### config.mk
export PLATFORM = sky130hd
export DESIGN_NAME = tss_alu
export DESIGN_NICKNAME = d
export VERILOG_FILES = /design/src/rtl/tridiagonal_system_solver_assert.svh /design/src/rtl/tss_pkg.sv /design/src/rtl/tss_alu.sv
export SDC_FILE = /design/constraint.sdc
export NUM_CORES = 2
export LEC_CHECK = 0
export ABC_AREA = 1
export ABC_CLOCK_PERIOD_IN_PS = 16100
export BUFFER_PORTS_ARGS = -buffer_cell sky130_fd_sc_hd__buf_2
export CORE_ASPECT_RATIO = 2
export CORE_MARGIN = 3
export CORE_UTILIZATION = 60
export DETAILED_ROUTE_END_ITERATION = 12
export GPL_TIMING_DRIVEN = 0
export PLACE_DENSITY_LB_ADDON = 0.2
export RECOVER_POWER = 100
export SLEW_MARGIN = 30
export SYNTH_ARGS = -nofsm -noshare
export SYNTH_HDL_FRONTEND = slang
export SYNTH_SLANG_ARGS = --single-unit
export TNS_END_PERCENT = 50
### constraint.sdc
create_clock -name clk -period 16.1 [get_ports clk]
set_input_delay 2.415 -clock clk [delete_from_list [all_inputs] [get_ports clk]]
set_output_delay 2.415 -clock clk [all_outputs]
set_load 0.03 [all_outputs]
### src/rtl/tridiagonal_system_solver_assert.svh
// Assertion macros for the tridiagonal system solver.
// Used by the top level; relies on clk and rst_n in the including scope.
`ifndef TRIDIAGONAL_SYSTEM_SOLVER_ASSERT_SVH
`define TRIDIAGONAL_SYSTEM_SOLVER_ASSERT_SVH

// Condition implies consequence in the same cycle.
`define TSS_ASSERT_SAME(lbl, ante, cons, msg) \
    lbl: assert property (@(posedge clk) disable iff (!rst_n) (ante) |-> (cons)) \
        else $error(msg);

// Condition implies consequence in the next cycle.
`define TSS_ASSERT_NEXT(lbl, ante, cons, msg) \
    lbl: assert property (@(posedge clk) disable iff (!rst_n) (ante) |=> (cons)) \
        else $error(msg);

`endif

### src/rtl/tss_pkg.sv
// Shared types and constants for the tridiagonal system solver.
// No dependencies.
`timescale 1ns / 1ps
`default_nettype none

package tss_pkg;

    localparam int DATA_W = 32;
    localparam int ROW_W  = 6;

    typedef enum logic [1:0] {
        ALU_MUL = 2'b01,
        ALU_SUB = 2'b10
    } alu_op_t;

    typedef struct packed {
        logic                     start;
        logic signed [DATA_W-1:0] num;
        logic signed [DATA_W-1:0] den;
    } div_req_t;

    typedef struct packed {
        logic                     busy;
        logic                     done;
        logic signed [DATA_W-1:0] quot;
    } div_rsp_t;

endpackage

`default_nettype wire

### src/rtl/tss_alu.sv
// Shared multiply / subtract unit with saturation and a registered result.
// Depends on tss_pkg.
`timescale 1ns / 1ps
`default_nettype none

module tss_alu #(
    parameter int FRAC_BITS = 16
) (
    input  wire logic                             clk,
    input  wire tss_pkg::alu_op_t                 op,
    input  wire logic signed [tss_pkg::DATA_W-1:0] opa,
    input  wire logic signed [tss_pkg::DATA_W-1:0] opb,
    output logic signed [tss_pkg::DATA_W-1:0]      res
);

    localparam logic signed [2*tss_pkg::DATA_W-1:0] MAX_V = 64'sh0000_0000_7FFF_FFFF;
    localparam logic signed [2*tss_pkg::DATA_W-1:0] MIN_V = -64'sh0000_0000_8000_0000;

    logic signed [2*tss_pkg::DATA_W-1:0] wide;
    logic signed [tss_pkg::DATA_W-1:0]   res_reg;
    logic signed [tss_pkg::DATA_W-1:0]   res_next;

    always_comb
    begin
        unique case (op)
            tss_pkg::ALU_MUL: wide = (64'(opa) * 64'(opb)) >>> FRAC_BITS;
            tss_pkg::ALU_SUB: wide = 64'(opa) - 64'(opb);
            default:          wide = '0;
        endcase
        if (wide > MAX_V)
            res_next = 32'sh7FFF_FFFF;
        else if (wide < MIN_V)
            res_next = 32'sh8000_0000;
        else
            res_next = wide[tss_pkg::DATA_W-1:0];
    end

    always_ff @(posedge clk)
    begin
        res_reg <= res_next;
    end

    assign res = res_reg;

endmodule

`default_nettype wire

==> results of run 1 <==
per-stage QoR:
stage	std cells	instance area [µm²]	hold WS, ns	util [%]	worst slack (ns)
after CTS	6389	43520	2.800	63.30	4.106
after detailed placement	6381	43370	2.849	63.09	3.848
after global placement	6379	43290	2.850	62.96	3.769
after floorplan	5384	41670	2.763	-	6.046
cells in the mapped netlist (4+ instances only):
| master | count | area share, % |
|---|---|---|
| a31oi_1 | 5 | 0.075 |
| nand3_2 | 4 | 0.096 |
| nand2_2 | 11 | 0.17 |
| xnor2_1 | 12 | 0.25 |
| xor2_1 | 8 | 0.17 |
| nor2_2 | 6 | 0.090 |
| inv_2 | 6 | 0.054 |
| nand3b_1 | 8 | 0.14 |
| nor3_1 | 13 | 0.16 |
| a21o_1 | 7 | 0.13 |
| o21bai_1 | 25 | 0.45 |
| nand2_1 | 1461 | 13 |
| a21boi_0 | 37 | 0.67 |
| nand4_1 | 11 | 0.17 |
| or2_2 | 27 | 0.41 |
| clkbuf_1 | 201 | 1.8 |
| nor2_1 | 154 | 1.4 |
| buf_6 | 7 | 0.19 |
| dfxtp_1 | 32 | 1.5 |
| inv_1 | 1660 | 15 |
| fa_1 | 1082 | 52 |
| nor3_2 | 5 | 0.12 |
| ha_1 | 245 | 7.4 |
| and3_1 | 6 | 0.090 |
| nand3_1 | 84 | 1.0 |
| o21ai_0 | 89 | 1.1 |
| nor4_1 | 8 | 0.12 |
| o21ai_1 | 4 | 0.048 |
| a21oi_1 | 146 | 1.8 |
cell families after synthesis:
group,after synthesis,share of synthesized area (%)
AO/OA/AOI/OAI,322,4.396
XOR/XNOR,20,0.4203
adder cells (fa/ha/maj),1327,59.33
buffers and inverters,1879,17.06
flip-flops,32,1.537
AND/OR/NAND/NOR,1804,17.26
layer usage:
layer  GRT overflow  global-route usage, %
met1              0                  61.94
met2              4                  85.20
met3              0                  38.79
met4              4                  68.97
met5              0                  10.42
==> flow_metrics.tcl, run 1 <==
set metrics [dict create \
    fp.dieW_um 192.4 \
    grt_overflow 8 \
    gp_congestion 1.129 \
    fp.dieH_um 378.7 \
    grt_max_degree 24 \
    ys.flop_type "dfxtp_1" \
    grt_usage_pct 63.40 \
    initial_core_util_pct 60.62 \
    error "[ERROR GRT-0116] Global routing finished with congestion. Check the congestion regions in the DRC Viewer." \
    cts.repair.resized 0 \
    failed_stage "5_1_grt" \
    ys_ff_latch 32 \
    numCtsBuffers 5 \
    cts_max_level 2 \
    cts_buffer_depth 2 \
    status "stopped before the end" \
    num_rows 136 \
    cts_setup_buffers 0 \
    syn_area_mm2 0.04167 \
    hpwl_um 163400 \
    hold_buffers 0 \
    async_reset_ff_share_pct 0 \
    synth.distinct_cells 46 \
    synth_nets 6778 \
    port_buffers 98 \
    synth_edf_count 0 \
    ys_warn_count 0 \
    syn_avg_cell_area_um2 7.740 \
    cts_sinks 32 \
    grt_pass1_vias 43180 \
    seq_area_frac_synth_pct 1.537 \
    ios 99 \
    synthesis.instances 5384 \
    grt_pass1_wl_um 316900 \
    root_buffer "clkbuf_16" \
]
==> run 2: changes to the inputs <==
CORE_ASPECT_RATIO = default   (was 2)
CORE_UTILIZATION = 40   (was 60)
PLACE_DENSITY_LB_ADDON = 0.15   (was 0.2)
==> run 2 against run 1 <==
Against the previous run:
- the flow now finishes without violations
- synthesized area is the same
- synthesized cell count unchanged
==> flow_metrics.tcl, run 2 <==
set metrics [dict create \
    hp-class "input pin to register" \
    dieArea_mm2 0.1081 \
    finalSetupViolations 0 \
    syn_to_final_growth_pct 5.990 \
    syn_avg_cell_area_um2 7.740 \
    drt_iter0_markers 3322 \
    largest_reg_flops 32 \
    period_share_pct 84.80 \
    arrival_ns 13.87 \
    setup_tns_ns 0 \
    dr.max_layer_used "met5" \
    cts_tree "done" \
    initial_core_util_pct 40.61 \
    worstSetupPathType "input pin to register" \
    critPathMaxStageDelay_ns 1.21 \
    synth_nets 6778 \
    fp.dieW_um 328.8 \
    totalWireLength_um 182200 \
    path_delay_family "adder cells" \
    cts_setup_buffers 0 \
    yosysMostFrequentCell "inv_1" \
    async_reset_ff_share_pct 0 \
    synth_edf_count 0 \
    slowest_stage "fa_1" \
    utilization_pct 43.04 \
    grt_max_degree 24 \
    fp.dieH_um 328.8 \
    synthesis.instances 5384 \
    synth.distinct_cells 46 \
    layout-drive-gt1-share_pct 4.203 \
    drtAntennaViolNets 0 \
    worst_slew_margin_rel_pct 25.59 \
    fmaxAchievable_ghz 0.07324 \
    ys.flop_type "dfxtp_1" \
    avgRoutedWirePerCell_um 26.54 \
    grt_pass1_vias 37500 \
    fillers 10890 \
    synth_common_cells "inv_1 (1,660), nand2_1 (1,461), fa_1 (1,082)" \
    status "completed" \
    ios 99 \
    yosysTopAreaCell "fa_1" \
    path_buf_inv 10 \
    met2WireLength_um 78840 \
    drv_slew 0 \
    layout_commonest_cell "inv_1" \
    antenna_found_initial 13 \
    ys_warn_count 0 \
    maxCapViolCount 0 \
    vias 35400 \
    drt_pass1_iterations 5 \
    hpwl_um 154100 \
    num_rows 117 \
    wl_met1_um 73450 \
    root_buffer "clkbuf_16" \
    cts.repair.resized 0 \
    grt_pass1_wl_um 263100 \
    clk_pin_slew_ns 0.05 \
    grt_overflow 0 \
    finalNonFillerCells 6866 \
    syn_area_mm2 0.04167 \
    yosys-top-cells-area "fa_1 (52%), inv_1 (15%), nand2_1 (13%), ha_1 (7.4%), clkbuf_1 (1.8%)" \
    cpMostUsedCell "nand2_1" \
    met3_length_um 16400 \
    seq_area_frac_synth_pct 1.537 \
    rsz0062_at_grt "false" \
    core_region_area_mm2 0.1026 \
    gp_congestion 1.011 \
    nNetsFinal 6889 \
    cts_max_level 2 \
    cp-start-kind "input pin" \
    cts_sinks 32 \
    worst_slew_pin_slew_ns 1.116 \
    final_cell_mix "inv_1 (1,660), nand2_1 (1,461), fa_1 (1,080)" \
    cts_buffer_depth 2 \
    ys_ff_latch 32 \
    min_period_ns 13.65 \
    port_buffers 98 \
    crit_path_end_kind "register" \
    synth.top_cell.area_share_pct 51.98 \
    route.detailed.drc 0 \
    cp_max_fo 11 \
    hold_violations 0 \
    placed_cells 6854 \
    hold_buffers 0 \
    numCtsBuffers 5 \
    via_per_inst 5.156 \
    grt_usage_pct 34.53 \
    required_ns 16.32 \
]
[run 2: cell counts after synthesis]
Identical to the previous run, type by type.
[run 2: stage by stage]
step / hold WS, ns / instance area, µm² / setup WS [ns]
after floorplan: 2.763 / 41670 / 6.046
after global placement: 2.850 / 43870 / 2.505
after detailed placement: 2.850 / 44050 / 3.330
after CTS: 2.873 / 44200 / 3.608
after global routing: 2.901 / 44160 / 2.087
final: 2.885 / 44170 / 2.446
[run 2: cell families after synthesis]
family	Yosys count	synth area share (%)
adder cells (fa/ha/maj)	1327	59.33
AND/OR/NAND/NOR	1804	17.26
flip-flops	32	1.537
AO/OA/AOI/OAI	322	4.396
XOR/XNOR	20	0.4203
buffers and inverters	1879	17.06
[run 2: cell type report]
| cell class | instances | area, µm² | area share [%] |
|---|---|---|---|
| tap | 1368 | 1712 | 3.875 |
| clock buffer | 6 | 138.9 | 0.3144 |
| multi-input combinational | 3473 | 33920 | 76.81 |
| timing repair buffer | 104 | 549.3 | 1.244 |
| clock inverter | 2 | 15.01 | 0.03399 |
| sequential | 32 | 640.6 | 1.450 |
| buffer | 212 | 927.1 | 2.099 |
| antenna | 2 | 5.005 | 0.01133 |
| inverter | 1667 | 6257 | 14.17 |
[run 2: final timing paths]
kind              startpoint                 to  slack (ns)  cells after the start
hold / removal        opb[0]  res[0]$_SDFF_PN1_        2.89                      7
setup / recovery     opa[31]  res[5]$_SDFF_PN1_        2.45                     35
[run 2: layer usage]
layer / track usage (%) / vias to the layer above
li1: - / 15280
met1: 46.43 / 18060
met2: 52.88 / 1621
met3: 5.972 / 429
met4: 19.33 / 6
met5: 0 / -
Power of run 2 is left out: the tool's default activity adds up to more than one toggle a clock period on the data nets, which glitch-free logic cannot reach.
