==> src/rtl/tridiagonal_system_solver_assert.svh <==
// Assertion macros for the tridiagonal system solver.
// Used by the top level; relies on clk and rst_n in the including scope.
`ifndef TRIDIAGONAL_SYSTEM_SOLVER_ASSERT_SVH
`define TRIDIAGONAL_SYSTEM_SOLVER_ASSERT_SVH

// Condition implies consequence in the same cycle.
`define TSS_ASSERT_SAME(lbl, ante, cons, msg) \
    lbl: assert property (@(posedge clk) disable iff (!rst_n) (ante) |-> (cons)) \
        else $error(msg);

// Condition implies consequence in the next cycle.
`define TSS_ASSERT_NEXT(lbl, ante, cons, msg) \
    lbl: assert property (@(posedge clk) disable iff (!rst_n) (ante) |=> (cons)) \
        else $error(msg);

`endif

==> src/rtl/tss_pkg.sv <==
// Shared types and constants for the tridiagonal system solver.
// No dependencies.
`timescale 1ns / 1ps
`default_nettype none

package tss_pkg;

    localparam int DATA_W = 32;
    localparam int ROW_W  = 6;

    typedef enum logic [1:0] {
        ALU_MUL = 2'b01,
        ALU_SUB = 2'b10
    } alu_op_t;

    typedef struct packed {
        logic                     start;
        logic signed [DATA_W-1:0] num;
        logic signed [DATA_W-1:0] den;
    } div_req_t;

    typedef struct packed {
        logic                     busy;
        logic                     done;
        logic signed [DATA_W-1:0] quot;
    } div_rsp_t;

endpackage

`default_nettype wire

==> src/rtl/tss_div.sv <==
// Radix-2 restoring divider for (num << FRAC_BITS) / den, saturated.
// Depends on tss_pkg; one quotient bit per cycle.
`timescale 1ns / 1ps
`default_nettype none

module tss_div #(
    parameter int FRAC_BITS = 16
) (
    input  wire logic              clk,
    input  wire logic              rst_n,
    input  wire tss_pkg::div_req_t req,
    output tss_pkg::div_rsp_t      rsp
);

    localparam int NW = tss_pkg::DATA_W + FRAC_BITS;
    localparam int CW = $clog2(NW + 1);

    logic [NW-1:0]                 n_reg;
    logic [tss_pkg::DATA_W-1:0]    d_reg;
    logic [tss_pkg::DATA_W:0]      rem_reg;
    logic [CW-1:0]                 cnt_reg;
    logic                          busy_reg;
    logic                          done_reg;
    logic                          neg_reg;
    logic [tss_pkg::DATA_W:0]      trial;
    logic [tss_pkg::DATA_W:0]      shifted;
    logic [tss_pkg::DATA_W-1:0]    num_mag;
    logic [tss_pkg::DATA_W-1:0]    den_mag;
    logic signed [tss_pkg::DATA_W-1:0] quot;

    assign num_mag = req.num[tss_pkg::DATA_W-1] ? 32'(-req.num) : 32'(req.num);
    assign den_mag = req.den[tss_pkg::DATA_W-1] ? 32'(-req.den) : 32'(req.den);
    assign shifted = {rem_reg[tss_pkg::DATA_W-1:0], n_reg[NW-1]};
    assign trial   = shifted - {1'b0, d_reg};

    always_ff @(posedge clk or negedge rst_n)
    begin
        if (!rst_n)
        begin
            busy_reg <= 1'b0;
            done_reg <= 1'b0;
            cnt_reg  <= '0;
        end
        else
        begin
            done_reg <= 1'b0;
            if (req.start && !busy_reg)
            begin
                busy_reg <= 1'b1;
                cnt_reg  <= CW'(NW);
            end
            else if (busy_reg)
            begin
                cnt_reg <= cnt_reg - 1'b1;
                if (cnt_reg == CW'(1))
                begin
                    busy_reg <= 1'b0;
                    done_reg <= 1'b1;
                end
            end
        end
    end

    always_ff @(posedge clk)
    begin
        if (req.start && !busy_reg)
        begin
            n_reg   <= {num_mag, {FRAC_BITS{1'b0}}};
            d_reg   <= den_mag;
            rem_reg <= '0;
            neg_reg <= req.num[tss_pkg::DATA_W-1] ^ req.den[tss_pkg::DATA_W-1];
        end
        else if (busy_reg)
        begin
            // quotient bits shift into the vacated low end of n_reg
            if (!trial[tss_pkg::DATA_W])
            begin
                rem_reg <= trial;
                n_reg   <= {n_reg[NW-2:0], 1'b1};
            end
            else
            begin
                rem_reg <= shifted;
                n_reg   <= {n_reg[NW-2:0], 1'b0};
            end
        end
    end

    always_comb
    begin
        if (!neg_reg)
        begin
            if (n_reg > NW'(33'h0_7FFF_FFFF))
                quot = 32'sh7FFF_FFFF;
            else
                quot = n_reg[tss_pkg::DATA_W-1:0];
        end
        else
        begin
            if (n_reg > NW'(33'h0_8000_0000))
                quot = 32'sh8000_0000;
            else
                quot = 32'(-n_reg[tss_pkg::DATA_W-1:0]);
        end
    end

    assign rsp.busy = busy_reg;
    assign rsp.done = done_reg;
    assign rsp.quot = quot;

endmodule

`default_nettype wire

==> config.mk <==
export PLATFORM = sky130hd
export DESIGN_NAME = tss_div
export DESIGN_NICKNAME = d
export VERILOG_FILES = /design/src/rtl/tridiagonal_system_solver_assert.svh /design/src/rtl/tss_pkg.sv /design/src/rtl/tss_div.sv
export SDC_FILE = /design/constraint.sdc
export NUM_CORES = 1
export LEC_CHECK = 0
export BUFFER_PORTS_ARGS = -buffer_cell sky130_fd_sc_hd__buf_4
export CAP_MARGIN = 10
export CELL_PAD_IN_SITES_DETAIL_PLACEMENT = 2
export CELL_PAD_IN_SITES_GLOBAL_PLACEMENT = 2
export CORE_AREA = 2 2 165 167
export CTS_BUF_LIST = sky130_fd_sc_hd__clkbuf_16
export DETAILED_ROUTE_END_ITERATION = 10
export DIE_AREA = 0 0 167 169
export PLACE_DENSITY = 0.75
export SYNTH_ARGS = -nofsm -noshare
export SYNTH_HDL_FRONTEND = slang
export SYNTH_SLANG_ARGS = --single-unit
==> constraint.sdc <==
create_clock -name clk -period 3.5 [get_ports clk]
set_input_delay 0.525 -clock clk [delete_from_list [all_inputs] [get_ports clk]]
set_output_delay 0.525 -clock clk [all_outputs]
set_load 0.02 [all_outputs]
; ---- Word level (Yosys, flattened, before mapping)
; Index checks and enable logic that the tools add are counted.
[totals]
word_cells = 38
input_bits = 67
regBits = 121
[op_classes]
eq_ne = 1
addsub = 5
reduce_logical = 3
bitwise = 1
order_cmp = 2
muxes = 17
[op_table]
columns = operator, n
row1 = 32-bit two-way mux, 5
row2 = 48-bit two-way mux, 2
row3 = 32-bit negation, 3
row4 = "48-bit by 31-bit > comparator with 1-bit output, second input constant", 1
row5 = "48-bit by 32-bit > comparator with 1-bit output, second input constant", 1
row6 = 33-bit by 32-bit subtractor with 33-bit output, 1
row7 = 31-bit two-way mux, 1
row8 = 6-bit two-way mux, 2
row9 = 1-bit two-way mux, 7
row10 = "6-bit by 1-bit == test with 1-bit output, second input constant", 1
row11 = "6-bit by 1-bit subtractor with 6-bit output, second input constant", 1
row12 = 2-bit nonzero test, 1
row13 = 1-bit logical AND, 1
row14 = 1-bit zero test, 1
row15 = 1-bit bitwise XOR, 1

; ---- Depth between registers and ports, before layout
; Gate-level depths: netlist of run 1.
[depth]
word_depth = 4
depth_mapped = 15

; ---- Worst setup path before layout of run 1
; OpenSTA, ideal clock, no wires.
[synth_timing]
path_type = flip-flop to output port
startpoint = reg n_reg[14]
endpoint = out rsp[13] (netlist bit)
slack_ps = -397
path_stages_with_launch = 14
arrival_ps = 3372
required_time_ps = 2975
path_cell_list = dfxtp_1 buf_6 or4_4 or3_4 nor4_4 nand2b_1 or4_4 o41ai_2 nand2b_1 buf_6 clkinv_4 nand2_4 buf_6 o311ai_1
[synth_lines]
columns = item, line
row1 = from (decl), tss_div.sv:18  ; logic [NW-1:0] n_reg;
row2 = from (signal assigned), tss_div.sv:68  ; n_reg <= {num_mag, {FRAC_BITS{1'b0}}};
row3 = from (signal assigned), tss_div.sv:79  ; n_reg <= {n_reg[NW-2:0], 1'b1};
row4 = from (signal assigned), tss_div.sv:84  ; n_reg <= {n_reg[NW-2:0], 1'b0};
row5 = to (decl), tss_div.sv:12  ; output tss_pkg::div_rsp_t rsp

==> out/metrics.csv, run 1 <==
metric;value;unit
cp-start-kind;flop;
floorplan.die.height;169;µm
antenna_cells_inserted;0;
routed_wl;37100;µm
grt_pass1_vias;9682;
worst_slew_margin_rel;38.5;%
synth_commonest_cells;nand2_1, edfxtp_1, inv_1;
pin_count_of_the_biggest_net_entering_global_routing;45;
power_leakage;0.00503;µW
timing.hold.worst_path_depth;1;
detail_route.iter0.violations;482;
post_detailed_placement_half_perimeter_wirelength;22400;µm
start_util;32.7;%
synth_enable_flop_cells;65;
synth_mux_area_share;2.44;%
congestion_overflow_gr;0;
drt_pass1_iterations;5;
clk_path_buf_depth;2;
violations;negative setup slack;
drt_drc_violations_left;0;
critPathRequiredTime;2.97;ns
hold_path_class;input pin to flop;
gp_congestion;0.801;
timing_hold_violations_final;0;
antenna_found_initial;0;
grt_pass1_wl;53600;µm
avgSynthCellArea;8.60;µm²
layout.area.seq;0.00312;mm²
critical_path.max_fanout;5;
routed_wire_length_per_instance;24.1;µm
htree_levels;4;
compound_cell_area_share_of_the_yosys_netlist;22.2;%
slew_violations;0;
setup_viol;32;
layout_min_cycle_time;4.68;ns
worst_hold_startpoint;req[0];
synth.distinct_cells;73;
core-area;0.0265;mm²
worst_r2r_startpoint;d_reg[13];
globalRouteTotalUtil;23.8;%
final_core_util;45.4;%
largest_reg_flops;48;
timing_worst_slew_pin_value;0.914;ns
ir_worst_vdd;0.364;mV
reg2reg_depth;13;
run_status;finished with violations;
final_nets;1291;
cts.clk_slew.worst_paths;0.06;ns
type_of_destination_of_the_critical_path;output pin;
timing.setup.critical_path_class;flop to output pin;
die_w;167;µm
via_count;8753;
multi_input_comb_area;0.00574;mm²
ant_nets;0;
syn-instance-count;1007;
layout-drive-gt1-share;27.2;%
synthArstFlopShare;6.61;%
post-route-worst-setup-slack;-1.18;ns
synth-xor-area-share;9.00;%
areaGrowthSynthToFinish;39.0;%
insertion_delay;0.44;ns
max_cap_viol_count;0;
min_period_over_period;134;%
final.setup_skew;0.0122;ns
synth.most_common_cell;nand2_1;
cts_sinks;121;
synthDominantCellAreaShare;22.5;%
cts-buffers-inserted;17;
drt-vias-per-instance;5.68;
post_synthesis_sequential_element_count;121;
syn_nets;1112;
startpoint;n_reg[14];
crit_chain;or4_4, or3_4, nor4_4, nand2b_1, or4_4, o41ai_4, nand2b_1, buf_6, buf_4, o41ai_2, nand2_1, o311ai_4, buf_6;
arrival;4.15;ns
share_of_synthesized_cell_area_in_and_or_nand_and_nor_gates;19.0;%
syn_area;0.00866;mm²
worst_path_largest_cell_delay;0.56;ns
post_synth_top_area_cell;edfxtp_1;
clock.fmax;214;MHz
tritoncts;yes;
synth_ff_type;edfxtp_1;
ys_seq_area_share;36.0;%
unrepaired_setup_endpoints_after_global_routing;yes;
rows;60;
numPortBuffers;100;
pin_count;101;
power_per_cell_area;867;mW/mm²
synth-adder-area-share;5.58;%
leading_post_synthesis_cells_by_cell_area;edfxtp_1, dfxtp_1, nand2_1;
synth_top_family_by_area;compound AO/OA/AOI/OAI gates;
ys.warnings.count;0;
buffer_cell_driving_the_clock_tree_root;clkbuf_16;
detailedPlace.worstSlack;-0.430;ns
die_area;0.0282;mm²
cp_slowest_cell;or4_4;
fill_cells;2844;
power.total;10400;µW
## stage by stage
step | area [µm²] | TNS (ns) | cells | hold slack [ns]
after global routing | 12000 | -31.59 | 1540 | 0.291
after global placement | 10800 | -6.07 | 1489 | 0.352
after CTS | 11800 | -21.18 | 1534 | 0.292
after floorplan | 9090 | -4.05 | 1007 | 0.229
after detailed placement | 10800 | -9.98 | 1489 | 0.353
final | 12000 | -29.20 | 1540 | 0.290
## path summary, 6_finish.rpt
check / slack (ns) / endpoint
max: -1.18 / rsp[19]
min: 0.29 / d_reg[0]
max reg2reg: 0.08 / rem_reg[15]
min reg2reg: 0.51 / cnt_reg[5]
max in group asynchronous: 2.86 / busy_reg
min in group asynchronous: 0.49 / cnt_reg[1]
## metal layers
layer	vias to the layer above	GRT usage, %	routed length [µm]
li1	4025	-	-
met1	4407	28.3	15400
met2	238	43.3	19000
met3	83	3.09	1240
met4	0	10.0	1480
met5	-	0	0
## final cells by class
cell class / instances / area share (%)
tap: 341 / 3.55
sequential: 121 / 25.9
inverter: 64 / 2.10
multi-input combinational: 767 / 47.7
timing repair buffer: 215 / 15.3
clock buffer: 17 / 3.54
clock inverter: 15 / 1.85
## power breakdown
part / total, µW / switching [µW] / leakage [µW] / internal [µW]
clock network: 2020 / 756 / 0.000311 / 1270
logic: 5650 / 3170 / 0.00358 / 2480
registers: 2750 / 586 / 0.00115 / 2170
total: 10400 / 4510 / 0.00503 / 5920
## kinds of logic (layout without fill, tap and decap cells)
kind of cell	after synthesis	count (layout)
simple gates	331	332
flops	121	121
compound gates	289	289
fa+ha+maj	38	38
xor+xnor	89	89
buf+inv	120	311
mux	19	19
## repair_timing
item / in CTS / in global routing
endpoints found under the setup margin: 47 / 62
gates cloned: 3 / 0
endpoints found under the hold margin: 8 / 0
pin swaps: 16 / 14
gates resized for setup: 53 / 40
hold buffers: 1 / 0
buffers inserted: 9 / 6
## worst max-delay path: cells and delay by family, from the launching register on
family	cells	cell delay, ns
and+or+nand+nor	7	2.13
AOI/OAI and AO/OA	3	0.71
buffers and inverters	3	0.52
DFF	1	0.35
## cells in the final DEF (no fill, tap or decap), types with 5 or more instances in the layout
master       n
a211oi_1     5
a21o_1      14
a21oi_1     41
a22o_1      21
and3_1       5
buf_12       5
buf_4      172
buf_6       34
bufinv_16    5
clkbuf_16   17
dfrtp_1      7
dfxtp_1     46
edfxtp_1    65
ha_1        36
inv_1       59
mux2_1      15
nand2_1    140
nand2b_1    30
nand3_1     11
nand4_1      5
nor2_1      40
nor3_1      21
nor4_1      10
o21ai_0     53
o21ai_1     46
o21bai_1     5
o311ai_2     5
o311ai_4    21
o31ai_1     23
o41ai_1      6
o41ai_2      6
or3_1       21
or4_1        9
xnor2_1     44
xor2_1      45
Note: power is estimated with default switching activity, not from simulation.
==> run 2, diff against run 1 <==
Settings changed: CAP_MARGIN 10 to 20, RECOVER_POWER from default to 100.
==> run 2 against run 1 <==
The flow finishes with violations (max-capacitance violations, max-slew violations, negative setup slack). Combinational power down 0.9%. Worst setup slack improved by 0.0042 ns. Maximum frequency about the same. Total power decreased by 0.50%. Critical endpoint unchanged. Largest cell class unchanged.
==> out/metrics.csv, run 2 (synthesized netlist as in run 1, its figures left out) <==
metric;value;unit
worst_r2r_startpoint;busy_reg;
final.setup_skew;0.0122;ns
timing.setup.critical_path_class;flop to output pin;
p_clk_share;19.5;%
fin_tns_setup;-30.15;ns
drt_pass1_iterations;4;
ir_worst_vdd;0.364;mV
min_period_over_period;134;%
type_of_destination_of_the_critical_path;output pin;
final_nets;1291;
layout_commonest_cell;buf_4;
clock.fmax;214;MHz
worst_hold_startpoint;req[0];
post-route-worst-setup-slack;-1.17;ns
ant_nets;0;
netSwitchingPower;4500;µW
antenna_found_initial;0;
cp-start-kind;flop;
timing_worst_slew_pin_value;1.93;ns
setup_viol;46;
congestion_overflow_gr;0;
unrepaired_setup_endpoints_after_global_routing;yes;
detail_route.iter0.violations;469;
routed_wl;37200;µm
pin_count_of_the_biggest_net_entering_global_routing;45;
routed_wire_length_per_instance;24.2;µm
post_detailed_placement_half_perimeter_wirelength;22400;µm
power.internal;5880;µW
via_count;8766;
share_comb_of_total_power;54.0;%
power_leakage;0.00498;µW
die_w;167;µm
core-area;0.0265;mm²
buffer_cell_driving_the_clock_tree_root;clkbuf_16;
grt_pass1_vias;9682;
gp_congestion;0.801;
clk_path_buf_depth;2;
antenna_cells_inserted;0;
tritoncts;yes;
insertion_delay;0.44;ns
numPortBuffers;100;
critPathRequiredTime;2.97;ns
slew_violations;149;
run_status;finished with violations;
crit_chain;or4_4, or3_4, nor4_4, nand2b_1, or4_4, o41ai_4, nand2b_1, buf_6, buf_4, o41ai_2, nand2_1, o311ai_4, buf_6;
most-common-layout-cells;buf_4, nand2_1, o21ai_0;
pwr-share-seq;26.5;%
final_design_area_no_fill;0.0119;mm²
timing_hold_violations_final;0;
violations;max-capacitance violations, max-slew violations, negative setup slack;
layout_min_cycle_time;4.67;ns
cts_sinks;121;
cp_slowest_cell;or4_4;
die_area;0.0282;mm²
dpl_cell_area;0.0108;mm²
startpoint;n_reg[14];
critical_path.max_fanout;5;
rows;60;
cts.clk_slew.worst_paths;0.06;ns
worst_slew_margin_rel;-28.3;%
layout-drive-gt1-share;25.8;%
cts-buffers-inserted;17;
floorplan.die.height;169;µm
start_util;32.7;%
power.total;10400;µW
hold_path_class;input pin to flop;
drt_drc_violations_left;0;
power.share.switching;43.3;%
worst-path-buf-inv;3;
drt-vias-per-instance;5.69;
arrival;4.15;ns
cpLargestDelayFamily;simple AND/OR/NAND/NOR gates;
globalRouteTotalUtil;23.8;%
worst_path_largest_cell_delay;0.56;ns
pin_count;101;
fill_cells;2868;
power_per_cell_area;868;mW/mm²
htree_levels;4;
max_cap_viol_count;4;
areaGrowthSynthToFinish;38.0;%
largest_reg_flops;48;
grt_pass1_wl;53600;µm
run 2: through the flow:
stage / setup WS, ns / utilization (%) / hold slack [ns] / cells
global route: -1.18 / 45.1 / 0.375 / 1540
CTS: -0.775 / 44.6 / 0.292 / 1534
finish: -1.17 / 45.1 / 0.360 / 1540
floorplan: -0.210 / - / 0.229 / 1007
detailed placement: -0.430 / 40.8 / 0.353 / 1489
global placement: -0.265 / 40.8 / 0.352 / 1489
run 2: worst paths after layout:
kind | endpoint | slack (ns) | cells after the start
hold reg to reg | rem_reg[7] | 0.52 | 1
hold / removal | d_reg[0] | 0.36 | 1
setup / recovery | rsp[19] | -1.17 | 13
max in group asynchronous | cnt_reg[0] | 2.58 | 2
min in group asynchronous | cnt_reg[1] | 0.60 | 2
setup reg to reg | cnt_reg[5] | -0.29 | 6
run 2: worst register-to-register path: stages, from the launching register on:
cell	delay [ns]
dfrtp_1	1.03
clkbuf_1	1.41
nand2b_1	0.27
or3_1	0.47
nor3_1	0.28
nor3_1	0.11
a21oi_1	0.16
run 2: layout make-up:
class | instances | area (µm²) | share of cell area, %
multi-input cells | 767 | 5720 | 47.9
flip-flops and latches | 121 | 3120 | 26.1
repair buffers | 215 | 1790 | 14.9
well taps | 341 | 427 | 3.57
clock buffers | 17 | 425 | 3.56
inverters | 64 | 253 | 2.12
clock inverters | 15 | 223 | 1.86
run 2: routing by layer:
layer / routed length (µm) / part of all wire (%) / global-route usage (%) / vias up
li1: - / - / - / 4023
met1: 15500 / 42 / 28.3 / 4428
met2: 19000 / 51 / 43.3 / 225
met3: 1130 / 3.0 / 3.09 / 90
met4: 1550 / 4.2 / 10.0 / 0
met5: 0 / 0 / 0 / -
run 2: what timing repair did:
action,in CTS,in global routing
gates resized for setup,53,40
setup buffers,9,6
hold buffers,1,0
cloned,3,0
endpoints found under the setup margin,47,62
pin swaps,16,14
endpoints found under the hold margin,8,0
run 2: power groups by stage:
stage	clock [µW]	combinational [µW]	sequential, µW
floorplan	0	3190	2600
CTS	2010	5280	2670
global route	2100	6050	2810
detailed placement	0	4910	2670
finish	2020	5600	2750
global placement	0	4700	2640
==> run 3, diff against run 2 <==
Settings changed: ABC_AREA from default to 1, CORE_AREA 2 2 165 167 to 2 2 192 194, DIE_AREA 0 0 167 169 to 0 0 194 196.
Clock period 3.5 ns to 3.8 ns, I/O delays scaled along.
==> run 3 against run 2 <==
The run ends with max-capacitance violations, max-slew violations left. Combinational power is 4.3% lower. Synthesized area up 23%. Die area increased by 35%. Worst setup slack improved by 1.6 ns. Critical path type unchanged.
==> out/metrics.csv, run 3 <==
metric;value;unit
pin_count_of_the_biggest_net_entering_global_routing;60;
syn-instance-count;1675;
routed_wl;41100;µm
layout_commonest_cell;nand2_1;
layout-drive-gt1-share;11.0;%
drt_pass1_iterations;4;
globalRouteTotalUtil;22.0;%
cts-buffers-inserted;17;
synthDominantCellAreaShare;18.3;%
largest_reg_flops;48;
final_nets;1867;
synth.most_common_cell;nand2_1;
unrepaired_setup_endpoints_after_global_routing;no;
detailedPlace.worstSlack;0.726;ns
congestion_overflow_gr;0;
synth_commonest_cells;nand2_1, inv_1, nor2_1;
core-area;0.0361;mm²
synth_enable_flop_cells;65;
power_per_cell_area;773;mW/mm²
min_period_over_period;89.9;%
areaGrowthSynthToFinish;16.0;%
ys_seq_area_share;29.3;%
insertion_delay;0.45;ns
leading_post_synthesis_cells_by_cell_area;edfxtp_1, nand2_1, inv_1;
final_core_util;34.2;%
arrival;2.85;ns
gp_congestion;0.840;
run_status;finished with violations;
worst_slew_margin_rel;-42.7;%
tritoncts;yes;
grt_pass1_vias;12200;
synthArstFlopShare;6.61;%
die_area;0.0380;mm²
grt_pass1_wl;66000;µm
rows;70;
cts_sinks;121;
floorplan.die.height;196;µm
max_cap_viol_count;2;
critical_path.max_fanout;28;
via_count;11000;
dpl.cell_count;2209;
post_synthesis_sequential_element_count;121;
cts.clk_slew.worst_paths;0.06;ns
avgSynthCellArea;6.35;µm²
most-common-layout-cells;nand2_1, inv_1, nor2_1, nand3_1, o21ai_0;
synth_ff_type;edfxtp_1;
clock.fmax;293;MHz
numPortBuffers;100;
ys.warnings.count;0;
buffer_cell_driving_the_clock_tree_root;clkbuf_16;
fin_tns_setup;0;ns
setup_viol;0;
fill_cells;4512;
violations;max-capacitance violations, max-slew violations;
stdcell_count;2243;
hold-worst-slack;0.438;ns
final.setup_skew;0.0169;ns
routed_wire_length_per_instance;18.3;µm
htree_levels;4;
type_of_destination_of_the_critical_path;output pin;
slew_violations;68;
timing.setup.critical_path_class;flop to output pin;
pin_count;101;
antenna_found_initial;0;
syn_area;0.0106;mm²
hold_path_class;input pin to flop;
ant_nets;0;
detail_route.iter0.violations;382;
ir_worst_vdd;0.269;mV
drt_drc_violations_left;0;
post-route-worst-setup-slack;0.384;ns
timing_hold_violations_final;0;
critPathRequiredTime;3.23;ns
power_leakage;0.00632;µW
syn_nets;1780;
post_synth_top_area_cell;edfxtp_1;
die_w;194;µm
start_util;29.5;%
clk_path_buf_depth;2;
post_detailed_placement_half_perimeter_wirelength;33000;µm
synth.distinct_cells;51;
cp-start-kind;flop;
layout_min_cycle_time;3.42;ns
timing_worst_slew_pin_value;2.14;ns
antenna_cells_inserted;0;
drt-vias-per-instance;4.91;
## run 3: cell types whose count changed after synthesis, moves of 20 or more
cell	delta
o31ai_1	-22
nand3_1	+119
a22o_1	-21
or3_1	-23
o22ai_1	+27
clkbuf_1	-22
o21ai_0	+20
nor2_1	+96
nand2_1	+372
nand2b_1	-31
inv_1	+230
nand4_1	+25
o311ai_1	-26
xnor2_1	-32
## run 3: area by class of cell
type	count	area [µm²]	area share, %
multi-input combinational	1205	6100	49.4
sequential	121	3110	25.2
inverter	308	1160	9.37
timing repair buffer	109	788	6.39
tap	468	586	4.74
clock buffer	17	425	3.45
clock inverter	15	174	1.41
## run 3: what timing repair did
item / CTS / global route
buffers inserted: 0 / 0
gates resized for setup: 0 / 2
hold endpoints to repair: 8 / 0
endpoints found under the setup margin: 0 / 28
hold buffers: 1 / 0
## run 3: cells by family after synthesis
kind of cell	after synthesis	synth area share, %
buf+inv	349	12.9
simple gates	920	38.7
fa+ha+maj	38	4.54
compound gates	188	9.74
flops	121	29.3
xor+xnor	59	4.86
## run 3: metrics by stage
| stage | power [µW] | cell area, µm² |
|---|---|---|
| floorplan | 6230 | 10600 |
| global placement | 7610 | 11800 |
| detailed placement | 7860 | 11800 |
| CTS | 9680 | 12400 |
| global route | 10400 | 12300 |
| finish | 9540 | 12300 |
## run 3: layer usage
metal  up-vias  track usage [%]  routed length (µm)
met5         -                0                   0
met4         0             5.84                 736
met3        41             3.71                1270
met2       121             40.5               20900
met1      5380             26.2               18100
li1       5474                -                   -
## run 3: final timing paths
| path | to | cells after the start | from | slack (ns) |
|---|---|---|---|---|
| worst max-delay path | rsp[23] | 13 | n_reg[0] | 0.38 |
| worst min-delay path | d_reg[0] | 1 | req[0] | 0.44 |
| worst max register to register | rem_reg[5] | 17 | n_reg[47] | 0.42 |
| worst min register to register | rem_reg[6] | 2 | rem_reg[6] | 0.48 |
| max in group asynchronous | cnt_reg[5] | 2 | rst_n | 2.85 |
| min in group asynchronous | cnt_reg[2] | 2 | rst_n | 0.60 |
## run 3: report_power, final
group / switching (µW) / leakage (µW) / internal, µW
clock network: 686 / 0.000283 / 1030
registers: 464 / 0.00116 / 2000
logic: 3630 / 0.00488 / 1720
## run 3: critical path: stages (launching register included)
cell and delay, ns:
dfxtp_1 0.30, inv_1 0.18, ha_1 0.27, nand2_2 0.10, nor2_4 0.18, inv_2 0.07, nor2_4 0.14, nand2_1 0.10
inv_1 0.10, nand4_1 0.15, nand2_2 0.18, nand2_4 0.21, o21ai_0 0.26, buf_4 0.18
